$ cat config.mk
export PLATFORM = sky130hd
export DESIGN_NAME = ssu_front
export DESIGN_NICKNAME = d
export VERILOG_FILES = /design/src/rtl/core/ssu_pkg.sv /design/src/rtl/core/ssu_front.sv
export SDC_FILE = /design/constraint.sdc
export NUM_CORES = 1
export LEC_CHECK = 0
export ABC_AREA = 1
export BUFFER_PORTS_ARGS = -buffer_cell sky130_fd_sc_hd__buf_2
export CAP_MARGIN = 10
export CORE_MARGIN = 2
export CORE_UTILIZATION = 48
export CTS_CLUSTER_DIAMETER = 50
export DETAILED_ROUTE_END_ITERATION = 16
export PLACE_DENSITY = 0.84
export SLEW_MARGIN = 20
export SYNTH_ARGS = -nofsm -noshare
export SYNTH_HDL_FRONTEND = slang
export SYNTH_SLANG_ARGS = --single-unit
$ cat constraint.sdc
create_clock -name clk -period 2.8 [get_ports clk]
set_input_delay 0.7 -clock clk [delete_from_list [all_inputs] [get_ports clk]]
set_output_delay 0.7 -clock clk [all_outputs]
set_load 0.02 [all_outputs]
$ cat src/rtl/core/ssu_pkg.sv
`default_nettype none

package ssu_pkg;

	// default neuron count and fixed field widths
	localparam int NEURONS_DEF = 1024;
	localparam int INDEX_W     = 10;
	localparam int CFG_INDEX_W = 3;
	localparam int QUEUE_DEPTH = 2;

	// fixed-point constants
	localparam logic [31:0] ONE_Q16      = 32'h0001_0000;
	localparam logic [47:0] AMPA_ACC_MAX = 48'hFFFF_FFFF_FFFF;
	localparam logic [25:0] NMDA_ACC_MAX = 26'h3FF_FFFF;

	// configuration register indexes
	typedef enum logic [CFG_INDEX_W-1:0] {
		REG_SPIKE_THRESHOLD = 3'd0,
		REG_RESET_POTENTIAL = 3'd1,
		REG_AMPA_DECAY      = 3'd2,
		REG_RISE_DECAY      = 3'd3,
		REG_NMDA_KEEP       = 3'd4,
		REG_NMDA_GAIN       = 3'd5
	} cfg_reg_t;

	typedef struct packed {
		logic signed [31:0] spike_threshold;
		logic signed [31:0] reset_potential;
		logic [15:0]        ampa_decay;
		logic [15:0]        rise_decay;
		logic [15:0]        nmda_keep;
		logic [15:0]        nmda_gain;
	} cfg_t;

	// input request
	typedef struct packed {
		logic [INDEX_W-1:0] neuron_index;
		logic signed [31:0] membrane_v;
		logic               last_neuron;
	} item_t;

	// result request
	typedef struct packed {
		logic               spiked;
		logic signed [31:0] new_v;
		logic [47:0]        ampa_sum;
		logic [25:0]        nmda_sum;
		logic               sums_valid;
	} result_t;

	// classified job handed from front to back
	typedef struct packed {
		logic [INDEX_W-1:0] neuron_index;
		logic               in_range;
		logic               spiked;
		logic signed [31:0] new_v;
		logic               last_neuron;
	} job_t;

	// back-end sequencer states
	typedef enum logic [2:0] {
		ST_IDLE,
		ST_READ,
		ST_DECAY,
		ST_DRIVE,
		ST_TOTAL,
		ST_COMMIT
	} back_state_t;

endpackage

`default_nettype wire

$ cat src/rtl/core/ssu_front.sv
`default_nettype none

module ssu_front #(
	parameter int NEURONS = ssu_pkg::NEURONS_DEF
) (
	input  wire logic                            clk,
	input  wire logic                            arst_n,
	// configuration write channel
	input  wire logic                            cfg_valid,
	output logic                                 cfg_ready,
	input  wire logic [ssu_pkg::CFG_INDEX_W-1:0] cfg_index,
	input  wire logic [31:0]                     cfg_data,
	output ssu_pkg::cfg_t                        cfg,
	// item channel
	input  wire logic                            item_valid,
	output logic                                 item_stall,
	input  wire ssu_pkg::item_t                  item,
	// towards the queue
	input  wire logic                            clearing,
	input  wire logic                            q_full,
	output logic                                 push,
	output ssu_pkg::job_t                        push_data
);

	ssu_pkg::cfg_t cfg_q;

	// configuration registers, always ready
	assign cfg_ready = 1'b1;

	always_ff @(posedge clk or negedge arst_n) begin
		if (!arst_n) begin
			cfg_q <= '0;
		end else if (cfg_valid && cfg_ready) begin
			case (ssu_pkg::cfg_reg_t'(cfg_index))
				ssu_pkg::REG_SPIKE_THRESHOLD: cfg_q.spike_threshold <= cfg_data;
				ssu_pkg::REG_RESET_POTENTIAL: cfg_q.reset_potential <= cfg_data;
				ssu_pkg::REG_AMPA_DECAY:      cfg_q.ampa_decay      <= cfg_data[15:0];
				ssu_pkg::REG_RISE_DECAY:      cfg_q.rise_decay      <= cfg_data[15:0];
				ssu_pkg::REG_NMDA_KEEP:       cfg_q.nmda_keep       <= cfg_data[15:0];
				ssu_pkg::REG_NMDA_GAIN:       cfg_q.nmda_gain       <= cfg_data[15:0];
				default: ;
			endcase
		end
	end

	assign cfg = cfg_q;

	// hold items off while the stores are cleared or the queue is full
	assign item_stall = clearing | q_full;
	assign push       = item_valid & ~item_stall;

	// classify: spike test, reset of the potential, index range
	always_comb begin
		push_data.neuron_index = item.neuron_index;
		push_data.in_range     = (32'(item.neuron_index) < 32'(NEURONS));
		push_data.spiked       = (item.membrane_v > cfg_q.spike_threshold);
		push_data.new_v        = push_data.spiked ? cfg_q.reset_potential : item.membrane_v;
		push_data.last_neuron  = item.last_neuron;
	end

endmodule

`default_nettype wire

==> flow_metrics.env <==
export IMPL_wire_per_inst_um=17.5
export IMPL_die_area_sq_um=13600
export IMPL_start_util=0.488
export IMPL_core_area_sq_um=12500
export IMPL_grt_pass1_wl_um=29800
export IMPL_globalplace_congestion=0.841
export IMPL_setup_slack_ns=-0.472
export IMPL_critPathLaunchType="register"
export IMPL_drc_errors=0
export IMPL_yosys_area_share_simple=0.198
export IMPL_post_place_ws_ns=-0.476
export IMPL_fp_row_count=41
export IMPL_ant_nets=0
export IMPL_powerDensity_nw_per_um2=863
export IMPL_cp_arrival_ns=2.57
export IMPL_synthAdderAreaFrac=0.0655
export IMPL_worst_pin_slew_ns=0.852
export IMPL_fp_dieW_um=117
export IMPL_fin_skew_ns=0
export IMPL_drv_slew=0
export IMPL_clock_fmax_mhz=306
export IMPL_nets=1101
export IMPL_tritoncts="yes"
export IMPL_largest_reg_flops=128
export IMPL_power_leakage_nw=5.02
export IMPL_slew_headroom=0.431
export IMPL_clkTransAtPathRegs_ns=0.06
export IMPL_numCtsBuffers=17
export IMPL_cts_sinks=128
export IMPL_ir_worst_vdd_uv=522
export IMPL_dr_pass1_iters=6
export IMPL_final_hold_viol_count=0
export IMPL_cap_violations=0
export IMPL_rsz0062_at_grt="yes"
export IMPL_hold_path_class="input pin to async pin"
export IMPL_drive_gt1_frac=0.434
export IMPL_clk_path_buf_depth=2
export IMPL_stdcell_area_sq_um=9270
export IMPL_antenna_found_initial=0
export IMPL_syn2layout_area_growth_pct=51.7
export IMPL_cts_hold_buf=0
export IMPL_synth_warnings=0
export IMPL_fin_tns_setup_ns=-14.62
export IMPL_ys_types=23
export IMPL_layout_worst_path_cycle_share=1.17
export IMPL_overflow=0
export IMPL_n_antenna_cell=0
export IMPL_clkLatencyLatePin_ns=0.41
export IMPL_required_ns=2.10
export IMPL_synth_top_family_by_area="simple AND/OR/NAND/NOR gates"
export IMPL_drt_wl_total_um=20500
export IMPL_drt_iter0_markers=585
export IMPL_postSynthCellCount=722
export IMPL_status="finished with violations"
export IMPL_crit_path_end_kind="output port"
export IMPL_port_buffers=235
export IMPL_boundaryPins=260
export IMPL_grt_max_degree=69
export IMPL_worstSetupPathType="register to output port"
export IMPL_hpwlAfterDp_um=12700
export IMPL_track_usage=0.291
export IMPL_synth_compound_area_frac=0.122
export IMPL_failed_checks="negative setup slack"
export IMPL_ys_seq_area_frac=0.524
export IMPL_synth_mux_area_frac=0
export IMPL_reg2reg_setup_slack_ns=1.88
export IMPL_root_buffer="clkbuf_16"
export IMPL_syn_mean_instance_area_sq_um=8.46
export IMPL_htreeDepth=4
export IMPL_min_period_ns=3.27
export IMPL_vias=6056
export IMPL_multiInputGateArea_sq_um=2880
export IMPL_die_h_um=117
export IMPL_synth_xor_area_frac=0
export IMPL_via_per_inst=5.18
export IMPL_ys_ff_latch=128
export IMPL_fillers=929
export IMPL_postPlaceCellArea_sq_um=7640
export IMPL_first_global_vias=5811
export IMPL_worstPathMaxFanout=6
export IMPL_setup_viol_count_final=33
export IMPL_netlist_area_sq_um=6110
export IMPL_register_area_sq_um=3200
-- cells by family after synthesis --
family	count (synthesis)
adders and majority gates	32
other	1
AOI/OAI and AO/OA	147
buffers and inverters	126
DFF	128
and+or+nand+nor	288
-- path summary, 6_finish.rpt --
kind | from | to | cells after the start
min in group clk | cfg[42] | cfg[42] | 2
min reg2reg | cfg[42] | cfg[42] | 2
max in group asynchronous | arst_n | cfg[38] | 2
min | arst_n | cfg[122] | 1
max reg2reg | cfg[103] | cfg[103] | 4
max | cfg[107] | push_data[19] | 15
-- timing repair --
item | 4_1_cts | 5_1_grt
gates cloned | 4 | 2
resized for setup | 119 | 58
endpoints found under the setup margin | 33 | 33
buffers inserted | 20 | 6
pin swaps | 20 | 33
-- power by group --
group	switching [W]	internal [W]	total, W
logic	0.00196	0.00147	0.00342
clock network	0.000814	0.00131	0.00213
registers	0.000249	0.00220	0.00245
total	0.00302	0.00498	0.00800
-- cells in the final DEF, fill, tap and decap left out, types with 2 or more instances in the layout --
cell type,instances
ha_4,13
bufinv_16,2
clkinv_4,4
nand3_4,2
inv_2,10
dfrtp_1,128
clkbuf_1,3
buf_2,201
nand2_4,21
a21oi_2,6
nor2_4,2
inv_1,67
buf_4,34
o21a_1,2
a21oi_1,7
nand3_1,2
o21ai_0,129
nand2_2,51
nand2_1,161
buf_16,4
clkinv_2,2
clkinvlp_4,3
nor2_2,2
conb_1,2
nand4_1,34
nor2_1,9
buf_6,38
clkbuf_16,19
ha_1,19
buf_12,12
-- Yosys cell counts (all sizes together) --
master	n	area [sq um]
dfrtp	128	3200
nor2	13	51.3
inv	77	289
a21o	1	7.51
nand4	35	225
o21ai	130	651
nor3	1	5.00
buf	22	161
conb	1	3.75
ha	32	400
clkbuf	27	101
a21oi	14	70.1
nand3	5	42.5
o21a	2	15.0
or2	1	6.26
nand2	233	877
-- metal layers --
layer  part of all wire  GRT usage  vias to the layer above
li1                   -          -                     2858
met1               0.40      0.368                     2878
met2               0.50      0.485                      267
met3              0.068     0.0731                       53
met4              0.030      0.110                        0
met5                  0          0                        -
-- per-stage QoR --
stage | hold WS, ns | power (W) | std cells | utilization
after CTS | 0.323 | 0.00772 | 1162 | 0.712
final | 0.289 | 0.00800 | 1170 | 0.740
after global routing | 0.324 | 0.00841 | 1170 | 0.740
after detailed placement | 0.468 | 0.00495 | 1106 | 0.610
after floorplan | 0.404 | 0.00399 | 723 | -
after global placement | 0.461 | 0.00488 | 1106 | 0.610
-- layout make-up --
type                    instances  area share
clock buffers                  20      0.0471
clock inverters                12      0.0147
inverters                      77      0.0312
multi-input cells             469       0.311
flip-flops and latches        128       0.346
well taps                     172      0.0232
repair buffers                292       0.227
-- critical path: stages (launching register included) --
cell and delay, ns:
dfrtp_1 0.36, inv_1 0.07, ha_4 0.29, nand4_1 0.16, nor3_2 0.25, nand2_1 0.09, nand2_2 0.09, nand2_4 0.08
nand2_4 0.08, nand2_4 0.06, nand3_4 0.09, buf_12 0.15, buf_12 0.14, nand2_2 0.06, nand2_2 0.07, buf_6 0.12
No activity file was read; power rests on OpenSTA's default activity.
