===== src/rtl/core/ssu_pkg.sv =====
`default_nettype none

package ssu_pkg;

	// default neuron count and fixed field widths
	localparam int NEURONS_DEF = 1024;
	localparam int INDEX_W     = 10;
	localparam int CFG_INDEX_W = 3;
	localparam int QUEUE_DEPTH = 2;

	// fixed-point constants
	localparam logic [31:0] ONE_Q16      = 32'h0001_0000;
	localparam logic [47:0] AMPA_ACC_MAX = 48'hFFFF_FFFF_FFFF;
	localparam logic [25:0] NMDA_ACC_MAX = 26'h3FF_FFFF;

	// configuration register indexes
	typedef enum logic [CFG_INDEX_W-1:0] {
		REG_SPIKE_THRESHOLD = 3'd0,
		REG_RESET_POTENTIAL = 3'd1,
		REG_AMPA_DECAY      = 3'd2,
		REG_RISE_DECAY      = 3'd3,
		REG_NMDA_KEEP       = 3'd4,
		REG_NMDA_GAIN       = 3'd5
	} cfg_reg_t;

	typedef struct packed {
		logic signed [31:0] spike_threshold;
		logic signed [31:0] reset_potential;
		logic [15:0]        ampa_decay;
		logic [15:0]        rise_decay;
		logic [15:0]        nmda_keep;
		logic [15:0]        nmda_gain;
	} cfg_t;

	// input request
	typedef struct packed {
		logic [INDEX_W-1:0] neuron_index;
		logic signed [31:0] membrane_v;
		logic               last_neuron;
	} item_t;

	// result request
	typedef struct packed {
		logic               spiked;
		logic signed [31:0] new_v;
		logic [47:0]        ampa_sum;
		logic [25:0]        nmda_sum;
		logic               sums_valid;
	} result_t;

	// classified job handed from front to back
	typedef struct packed {
		logic [INDEX_W-1:0] neuron_index;
		logic               in_range;
		logic               spiked;
		logic signed [31:0] new_v;
		logic               last_neuron;
	} job_t;

	// back-end sequencer states
	typedef enum logic [2:0] {
		ST_IDLE,
		ST_READ,
		ST_DECAY,
		ST_DRIVE,
		ST_TOTAL,
		ST_COMMIT
	} back_state_t;

endpackage

`default_nettype wire


===== src/rtl/core/ssu_queue.sv =====
`default_nettype none

module ssu_queue (
	input  wire logic          clk,
	input  wire logic          arst_n,
	input  wire logic          push,
	input  wire ssu_pkg::job_t push_data,
	output logic               full,
	input  wire logic          pop,
	output ssu_pkg::job_t      head,
	output logic               empty
);

	localparam int PTR_W = $clog2(ssu_pkg::QUEUE_DEPTH);
	localparam int CNT_W = $clog2(ssu_pkg::QUEUE_DEPTH + 1);

	ssu_pkg::job_t    entry_q [ssu_pkg::QUEUE_DEPTH];
	logic [PTR_W-1:0] wr_ptr_q;
	logic [PTR_W-1:0] rd_ptr_q;
	logic [CNT_W-1:0] count_q;
	logic             do_push;
	logic             do_pop;

	assign full    = (count_q == CNT_W'(ssu_pkg::QUEUE_DEPTH));
	assign empty   = (count_q == '0);
	assign do_push = push & ~full;
	assign do_pop  = pop & ~empty;
	assign head    = entry_q[rd_ptr_q];

	// pointers and fill count
	always_ff @(posedge clk or negedge arst_n) begin
		if (!arst_n) begin
			wr_ptr_q <= '0;
			rd_ptr_q <= '0;
			count_q  <= '0;
		end else begin
			if (do_push) begin
				wr_ptr_q <= (wr_ptr_q == PTR_W'(ssu_pkg::QUEUE_DEPTH - 1)) ? '0 : wr_ptr_q + 1'b1;
			end
			if (do_pop) begin
				rd_ptr_q <= (rd_ptr_q == PTR_W'(ssu_pkg::QUEUE_DEPTH - 1)) ? '0 : rd_ptr_q + 1'b1;
			end
			if (do_push && !do_pop) begin
				count_q <= count_q + 1'b1;
			end else if (do_pop && !do_push) begin
				count_q <= count_q - 1'b1;
			end
		end
	end

	// entry storage
	always_ff @(posedge clk) begin
		if (do_push) begin
			entry_q[wr_ptr_q] <= push_data;
		end
	end

endmodule

`default_nettype wire


===== config.mk =====
export PLATFORM = sky130hd
export DESIGN_NAME = ssu_queue
export DESIGN_NICKNAME = d
export VERILOG_FILES = /design/src/rtl/core/ssu_pkg.sv /design/src/rtl/core/ssu_queue.sv
export SDC_FILE = /design/constraint.sdc
export NUM_CORES = 1
export LEC_CHECK = 0
export BUFFER_PORTS_ARGS = -buffer_cell sky130_fd_sc_hd__buf_2
export CAP_MARGIN = 20
export CORE_MARGIN = 2
export CORE_UTILIZATION = 45
export CTS_CLUSTER_SIZE = 20
export DETAILED_ROUTE_END_ITERATION = 10
export PLACE_DENSITY = 0.69
export SYNTH_ARGS = -nofsm -noshare
export SYNTH_HDL_FRONTEND = slang
export SYNTH_SLANG_ARGS = --single-unit

===== constraint.sdc =====
create_clock -name clk -period 3.8 [get_ports clk]
set_input_delay 0.57 -clock clk [delete_from_list [all_inputs] [get_ports clk]]
set_output_delay 0.57 -clock clk [all_outputs]
set_load 0.02 [all_outputs]

==> results of run 1 <==
[power groups by stage]
| stage | Sequential, mW | Clock, mW | Combinational, mW |
|---|---|---|---|
| 2_1_floorplan | 1.50 | 0 | 1.05 |
| 3_3_place_gp | 1.55 | 0 | 1.26 |
| 3_5_place_dp | 1.57 | 0 | 1.27 |
| 4_1_cts | 1.54 | 0.770 | 1.28 |
| 5_1_grt | 1.56 | 0.815 | 1.37 |
| 6_report | 1.54 | 0.748 | 1.28 |
[per-layer routing]
metal  up-vias  track usage  wire length (um)
li1        824            -                 -
met1       858        0.169              2540
met2        63        0.217              2820
met3         6       0.0369               354
met4         0       0.0616                70
met5         -            0                 0
[final cells by class]
cell class / instances / area, um2
clock inverter: 4 / 95.1
multi-input combinational: 58 / 751
timing repair buffer: 98 / 531
clock buffer: 12 / 135
fill: 642 / 3320
inverter: 2 / 7.51
tap: 102 / 128
sequential: 94 / 2800
[worst reg2reg max path: stages (launching register included)]
cell,delay [ns]
dfrtp_1,0.44
nand2b_1,0.17
nand2_1,0.14
nor2_4,0.54
buf_4,0.45
[logic make-up after synthesis]
| logic type | count (synthesis) | share of synthesized area |
|---|---|---|
| adders and majority gates | 1 | 0.00343 |
| muxes | 45 | 0.179 |
| DFF | 94 | 0.769 |
| and+or+nand+nor | 6 | 0.00756 |
| AOI/OAI and AO/OA | 1 | 0.00137 |
| buffers and inverters | 7 | 0.0271 |
| xor gates and xnor gates | 5 | 0.0120 |
[per-stage QoR]
step / instance area, um2 / setup WS, ns / power [mW] / utilization
after global placement: 4190 / 1.66 / 2.82 / 0.540
after floorplan: 3640 / 0.802 / 2.56 / -
after detailed placement: 4190 / 1.65 / 2.84 / 0.540
after global routing: 4450 / 1.19 / 3.75 / 0.573
final: 4450 / 1.31 / 3.56 / 0.573
after CTS: 4420 / 1.27 / 3.59 / 0.569
[worst paths after layout]
kind	slack [ns]	to	depth (start not counted)
hold / removal	0.03	wr_ptr_q	1
hold reg to reg	0.54	count_q[1]	1
setup reg to reg	1.72	entry_q[0][39]	4
max in group asynchronous	3.63	rd_ptr_q	1
setup / recovery	1.31	head[27]	3
min in group clk	0.42	entry_q[1][21]	1
[sequential cells by signal, summed over array words and instances, names as in the netlist]
name      cells
rd_ptr_q      1
count_q       2
wr_ptr_q      1
entry_q      90
[cells in the final DEF (no fill, tap or decap)]
cell type / Yosys / routed
and3_2: 0 / 1
buf_12: 4 / 1
buf_16: 0 / 1
buf_2: 0 / 95
buf_4: 0 / 1
bufinv_16: 0 / 3
clkbuf_1: 0 / 3
clkbuf_8: 0 / 9
clkinv_2: 0 / 1
dfrtp_1: 4 / 3
dfrtp_2: 0 / 1
edfxtp_1: 90 / 90
ha_1: 1 / 1
inv_1: 2 / 2
mux2_2: 6 / 6
mux2_4: 39 / 39
nand2_1: 1 / 1
nand2b_1: 1 / 1
nor2_1: 3 / 2
nor2_4: 0 / 1
o21ai_1: 1 / 1
xnor2_1: 3 / 3
xor2_1: 2 / 2
==> results.cfg, run 1 <==
[global_routing]
overflow = 0
antenna_found_initial = 0
grt_pass1_wl_um = 8600
grt_max_degree = 46
grt_pass1_vias = 1788
grt_use_total = 0.134

[timing]
setup_viol = 0
final.setup_skew_ns = 0.00674
rsz0062_at_grt = no
timing.setup.tns_ns = 0
hold_ws_ns = 0.0316
period_needed_ns = 2.49
tightest_slew_ns = 0.655
finalHoldViolations = 0
clock.fmax_mhz = 402
layout_worst_path_cycle_share = 0.654
slew_headroom = 0.562
drv_slew = 0

[die]
core_um2 = 7770
die_h_um = 94.0
start_util = 0.469
io_pins = 96
die_area_um2 = 8830
num_rows = 32
die_w_um = 94.0

[pwr]
p_sw_mw = 1.12
p_leak_nw = 1.80
internal_power_mw = 2.45
peakVddDrop_mv = 0.571
combPwrFrac = 0.359
swShare = 0.314
p_seq_frac = 0.431
power_density_nw_per_um2 = 801
pwr-share-clk = 0.210

[synth]
synth_edf_count = 90
avgSynthCellArea_um2 = 22.9
async_flop_share = 0.0426
yosysTopAreaCellShare = 0.742
netlist_instances = 159
synthesis.nets = 209
syn_area_um2 = 3640
yosysMostFrequentCell = edfxtp_1
synth_common_cells = 90 x edfxtp_1, 39 x mux2_4, 6 x mux2_2
synth_area_leaders = edfxtp_1 74%, mux2_4 16%, dfrtp_1 2.7%
ys_seq_area_frac = 0.769
synthFlopType = edfxtp_1
ys_ff_latch = 94
yosys_warnings = 0
yosys.area.top_type = edfxtp_1
synthDistinctLibCells = 15

[drt]
drt-total-wl_um = 5790
ant_nets = 0
drtPass1Iterations = 4
drtIter0Drc = 91
viasPerCell = 4.73
wl_per_cell_um = 15.6
drc = 0
num_vias = 1751

[critical_path]
crit_arrival_ns = 1.92
end_kind = output pin
max_stage_delay_ns = 0.73
startpoint = rd_ptr_q
worstPathMaxFanout = 29
crit_buf_inv = 2
crit_type = register to output pin
r2r-start = count_q[0]
cp-start-kind = register
critical_path.slowest_cell = dfrtp_2
path_cells = buf_12, mux2_2, buf_2
worstPathRequired_ns = 3.23
cpLargestDelayFamily = flip-flops

[clock_tree]
clock_latency_ns = 0.34
cts_tree = yes
h-tree-depth = 3
holdBufCountCts = 0
cts_root_buffer = clkbuf_8
cts.clk_slew.worst_paths_ns = 0.08
cts_max_path_buffers = 2
postCtsSetupRepairBufs = 0
cts_inserted_buffers = 9
cts.sinks = 94
cts.repair.resized = 0

[cells_and_area]
drive_gt1_frac = 0.593
area_delta_synth_final_pct = 22.1
layout.cells.non_filler = 370
diodes = 0
nNetsFinal = 313

[outcome]
status = complete, no violations

[placed_design]
io_buffers = 95
gp_congestion = 0.670
dp_hpwl_um = 3710
dp.cells = 353

[worst_hold_path]
hp-class = input port to async pin

[run]
maxCapViolCount = 0
No activity file was read; power rests on OpenSTA's default activity.
==> inputs of run 2 (changes only) <==
Settings changed: PLACE_DENSITY 0.69 to 0.72.
Clock period 3.8 ns to 2.2 ns, I/O delays scaled along.
==> run 2 against run 1 <==
Sequential cell count unchanged; clock power up 39%; combinational power increased by 80%; design area fell by 0.34%; setup slack lost 1.1 ns; register-to-register slack got worse by 1.1 ns; count of clock-buffer cells in the layout increased by 2; die area stayed put; largest cell class unchanged.
==> results.cfg, run 2 (synthesis results as in run 1) <==
[outcome]
status = complete, no violations

[timing]
setup_viol = 0
layout_worst_path_cycle_share = 0.893
timing.setup.tns_ns = 0
drv_slew = 0
final.setup_skew_ns = 0.00776
rsz0062_at_grt = no
period_needed_ns = 1.96
clock.fmax_mhz = 509
slew_headroom = 0.716
finalHoldViolations = 0
tightest_slew_ns = 0.426

[drt]
viasPerCell = 4.66
wl_per_cell_um = 15.3
drtIter0Drc = 60
drc = 0
routed.top_layer = met4
num_vias = 1748
met3_wirelength_um = 560
wl_met2_um = 2650
wl_met1_um = 2460
ant_nets = 0
drt-total-wl_um = 5750
drtPass1Iterations = 3

[cells_and_area]
largestRegisters = entry_q (90), count_q (2)
largest-register = entry_q
nNetsFinal = 317
area_delta_synth_final_pct = 21.7
drive_gt1_frac = 0.599
final_common_cell = buf_2
layout.cells.non_filler = 375
largest_reg_flops = 90
layout_common_cells = 95 x buf_2, 90 x edfxtp_1, 39 x mux2_4

[worst_hold_path]
hp-class = input port to register
hold_start = push_data[28]
hold-path-endpoint = entry_q[1][28]
min_path_cells = 1

[critical_path]
end_kind = output pin
worstPathRequired_ns = 1.87
path_cells = buf_4, mux2_2, buf_2
critical_path.slowest_cell = mux2_2
worstPathMaxFanout = 23
r2r_cells = 4
max_stage_delay_ns = 0.39
crit_arrival_ns = 1.63
crit_type = register to output pin
timing.rr.end = entry_q[0][15]
startpoint = rd_ptr_q
r2r_slack_ns = 0.62
cp-start-kind = register
r2r-start = count_q[0]

[die]
num_rows = 32
die_area_um2 = 8830
start_util = 0.469
die_w_um = 94.0
io_pins = 96
core_um2 = 7770
die_h_um = 94.0

[clock_tree]
cts_inserted_buffers = 9
clock_latency_ns = 0.34
h-tree-depth = 3
cts.clk_slew.worst_paths_ns = 0.08
cts_tree = yes
cts_max_path_buffers = 2
postCtsSetupRepairBufs = 0
cts.sinks = 94
cts_root_buffer = clkbuf_8

[run]
maxCapViolCount = 0

[global_routing]
grt_max_degree = 32
grt_use_total = 0.133
antenna_found_initial = 1
grt_pass1_vias = 1816
grt_pass1_wl_um = 8610
overflow = 0

[pwr]
total_power_mw = 5.91
p_leak_nw = 1.79
power_density_nw_per_um2 = 1330
peakVddDrop_mv = 0.584

[placed_design]
dp.cells = 357
dp_hpwl_um = 3880
gp_congestion = 0.653
io_buffers = 95
run 2: cell types whose count changed in the layout (fill, tap and decap cells not counted), moves of 2 or more:
| cell | change |
|---|---|
| buf_4 | +3 |
| bufinv_16 | -3 |
| clkbuf_8 | +3 |
| clkinvlp_4 | +2 |
run 2: area by class of cell:
class | instances | area (um2)
multi-input combinational | 58 | 751
timing repair buffer | 102 | 556
clock inverter | 2 | 15.0
sequential | 94 | 2800
tap | 102 | 128
inverter | 2 | 7.51
clock buffer | 14 | 173
antenna | 1 | 2.50
fill | 639 | 3330
run 2: worst max-delay path: cells and delay by family (launching register included):
| family | cells | cell delay, ns |
|---|---|---|
| buffers and inverters | 2 | 0.53 |
| multiplexers | 1 | 0.39 |
| flip-flops | 1 | 0.36 |
run 2: what timing repair did:
action	CTS	global route
hold buffers	1	0
gates resized for setup	0	0
endpoints found under the hold margin	4	0
run 2: per-layer routing:
metal	global-route usage	vias up
li1	-	837
met1	0.166	831
met2	0.207	71
met3	0.0554	9
met4	0.0507	0
met5	0	-
run 2: metrics by stage:
stage	util	setup WS, ns	hold slack, ns	instance area [um2]
floorplan	-	0.109	0.0344	3650
finish	0.571	0.236	0.167	4440
global placement	0.545	0.607	0.146	4240
detailed placement	0.545	0.592	0.151	4240
global route	0.571	0.155	0.148	4430
CTS	0.571	0.204	0.154	4430
run 2: where the power goes:
group | switching (mW) | total [mW] | internal [mW]
clock network | 0.539 | 1.04 | 0.505
logic | 1.27 | 2.30 | 1.03
registers | 0.120 | 2.57 | 2.45
total | 1.92 | 5.91 | 3.98
run 2: worst max-delay path by stage:
stage                     cells past startpoint             to
after floorplan                               2  entry_q[1][0]
after global placement                        3       head[27]
after detailed placement                      3       head[24]
after CTS                                     3       head[24]
after global routing                          3       head[28]
final                                         3       head[24]
==> inputs of run 3 (changes only) <==
Settings changed: CELL_PAD_IN_SITES_DETAIL_PLACEMENT set to 1, CELL_PAD_IN_SITES_GLOBAL_PLACEMENT set to 2, CORE_UTILIZATION 45 to 38, PLACE_DENSITY 0.72 to 0.77.
Clock period 2.2 ns to 2 ns, I/O delays scaled along.
==> run 3 against run 2 <==
Non-clock buffer count unchanged; wire length up 13%; clock skew up 0.0011 ns; sequential power grew 11%; register-to-register slack worse by 0.18 ns; die area up 18%; combinational power increased by 12%; sequential cell count did not move; final cell count rose by 6.9%; clock power is 42% higher; setup slack got worse by 0.087 ns; sequential share of layout area is 1.4 points lower; critical endpoint is now head[29]; largest power group unchanged.
==> results.cfg, run 3 (synthesis results as in run 1) <==
[drt]
wl_per_cell_um = 16.3
ant_nets = 0
drc = 0
drt-total-wl_um = 6520
viasPerCell = 4.53
num_vias = 1816
drtIter0Drc = 74
drtPass1Iterations = 4

[critical_path]
end_kind = output pin
r2r-start = count_q[0]
r2r_cells = 7
crit_type = register to output pin
worstPathRequired_ns = 1.70
crit_arrival_ns = 1.55
cp-start-kind = register
worstPathMaxFanout = 36
startpoint = rd_ptr_q

[global_routing]
antenna_found_initial = 0
use_met1 = 0.160
grt.busiest_layer = met2
grt_use_total = 0.131
grt_max_degree = 38
overflow = 0
grt_pass1_vias = 1936
gr-usage-met3 = 0.0349
grt_util_met2 = 0.220
grt_pass1_wl_um = 9930

[clock_tree]
cts_inserted_buffers = 9
cts.repair.resized = 0
cts.sinks = 94
cts_max_path_buffers = 2
cts_tree = yes
postCtsSetupRepairBufs = 0
cts_root_buffer = clkbuf_8
cts.clk_slew.worst_paths_ns = 0.09
h-tree-depth = 3
holdBufCountCts = 1
clock_latency_ns = 0.35

[cells_and_area]
largestRegisters = entry_q (90), count_q (2)
area_delta_synth_final_pct = 24.5
final_util = 0.488
nNetsFinal = 317
drive_gt1_frac = 0.603
layout_common_cells = 95 x buf_2, 90 x edfxtp_1, 39 x mux2_4
largest_reg_flops = 90
nFillCells = 903
diodes = 0
final_common_cell = buf_2
largest-register = entry_q

[timing]
clock.fmax_mhz = 540
final.setup_skew_ns = 0.00888
drv_slew = 0
finalHoldViolations = 0
setup_viol = 0
timing.setup.tns_ns = 0
slew_headroom = 0.814
rsz0062_at_grt = no
layout_worst_path_cycle_share = 0.925
tightest_slew_ns = 0.279
period_needed_ns = 1.85

[placed_design]
dp_hpwl_um = 4510
gp_congestion = 0.699
io_buffers = 95

[outcome]
status = complete, no violations

[die]
start_util = 0.392
die_area_um2 = 10400
io_pins = 96
die_w_um = 102
die_h_um = 102
num_rows = 35
core_um2 = 9280

[pwr]
peakVddDrop_mv = 0.872
power_density_nw_per_um2 = 1520
p_leak_nw = 1.82
total_power_mw = 6.90

[run]
maxCapViolCount = 0

[worst_hold_path]
hold_start = push_data[35]
hp-class = input port to register
min_path_cells = 1
-- run 3: cell types whose count changed in the layout (fill, tap and decap cells not counted), sizes merged --
cell / previous run / this run
inv: 2 / 4
clkbuf: 14 / 9
clkinv: 0 / 1
bufinv: 0 / 3
clkinvlp: 2 / 1
diode: 1 / 0
-- run 3: routing by layer --
layer / share of wire / wire length (um)
met4: 0.011 / 70
met3: 0.058 / 375
met5: 0 / 0
met1: 0.42 / 2760
met2: 0.51 / 3310
-- run 3: power breakdown --
part           leakage [nW]  switching (mW)  total (mW)  internal (mW)
Combinational         0.821            1.41        2.57           1.16
Sequential            0.882           0.147        2.84           2.69
Clock                 0.118           0.648        1.48          0.835
Total                  1.82            2.21        6.90           4.69
-- run 3: critical path, cell delays in order (launching register included) --
cell     delay [ns]
dfrtp_2        0.39
buf_12         0.27
mux2_2         0.37
buf_2          0.16
-- run 3: path summary, 6_finish.rpt --
path	slack (ns)	to
setup / recovery	0.15	head[29]
hold / removal	0.14	entry_q[0][35]
setup reg to reg	0.44	count_q[1]
hold reg to reg	0.54	count_q[1]
max in group asynchronous	1.58	rd_ptr_q
min in group asynchronous	0.28	count_q[0]
-- run 3: area by class of cell --
class                           count  area, um2  area share
Sequential cell                    94       2800       0.618
Multi-Input combinational cell     58        751       0.166
Timing Repair Buffer              102        568       0.125
Tap cell                          129        161      0.0356
Clock buffer                        9        124      0.0273
Clock inverter                      7        119      0.0262
Inverter                            2       7.51     0.00166
-- run 3: metrics by stage --
stage | setup WS [ns] | hold slack [ns] | instances | area, um2
3_5_place_dp | 0.422 | 0.116 | 384 | 4280
6_report | 0.149 | 0.137 | 401 | 4530
3_3_place_gp | 0.514 | 0.112 | 384 | 4280
2_1_floorplan | 0.241 | 0.00441 | 159 | 3650
5_1_grt | 0.0750 | 0.102 | 401 | 4530
4_1_cts | 0.120 | 0.109 | 401 | 4530
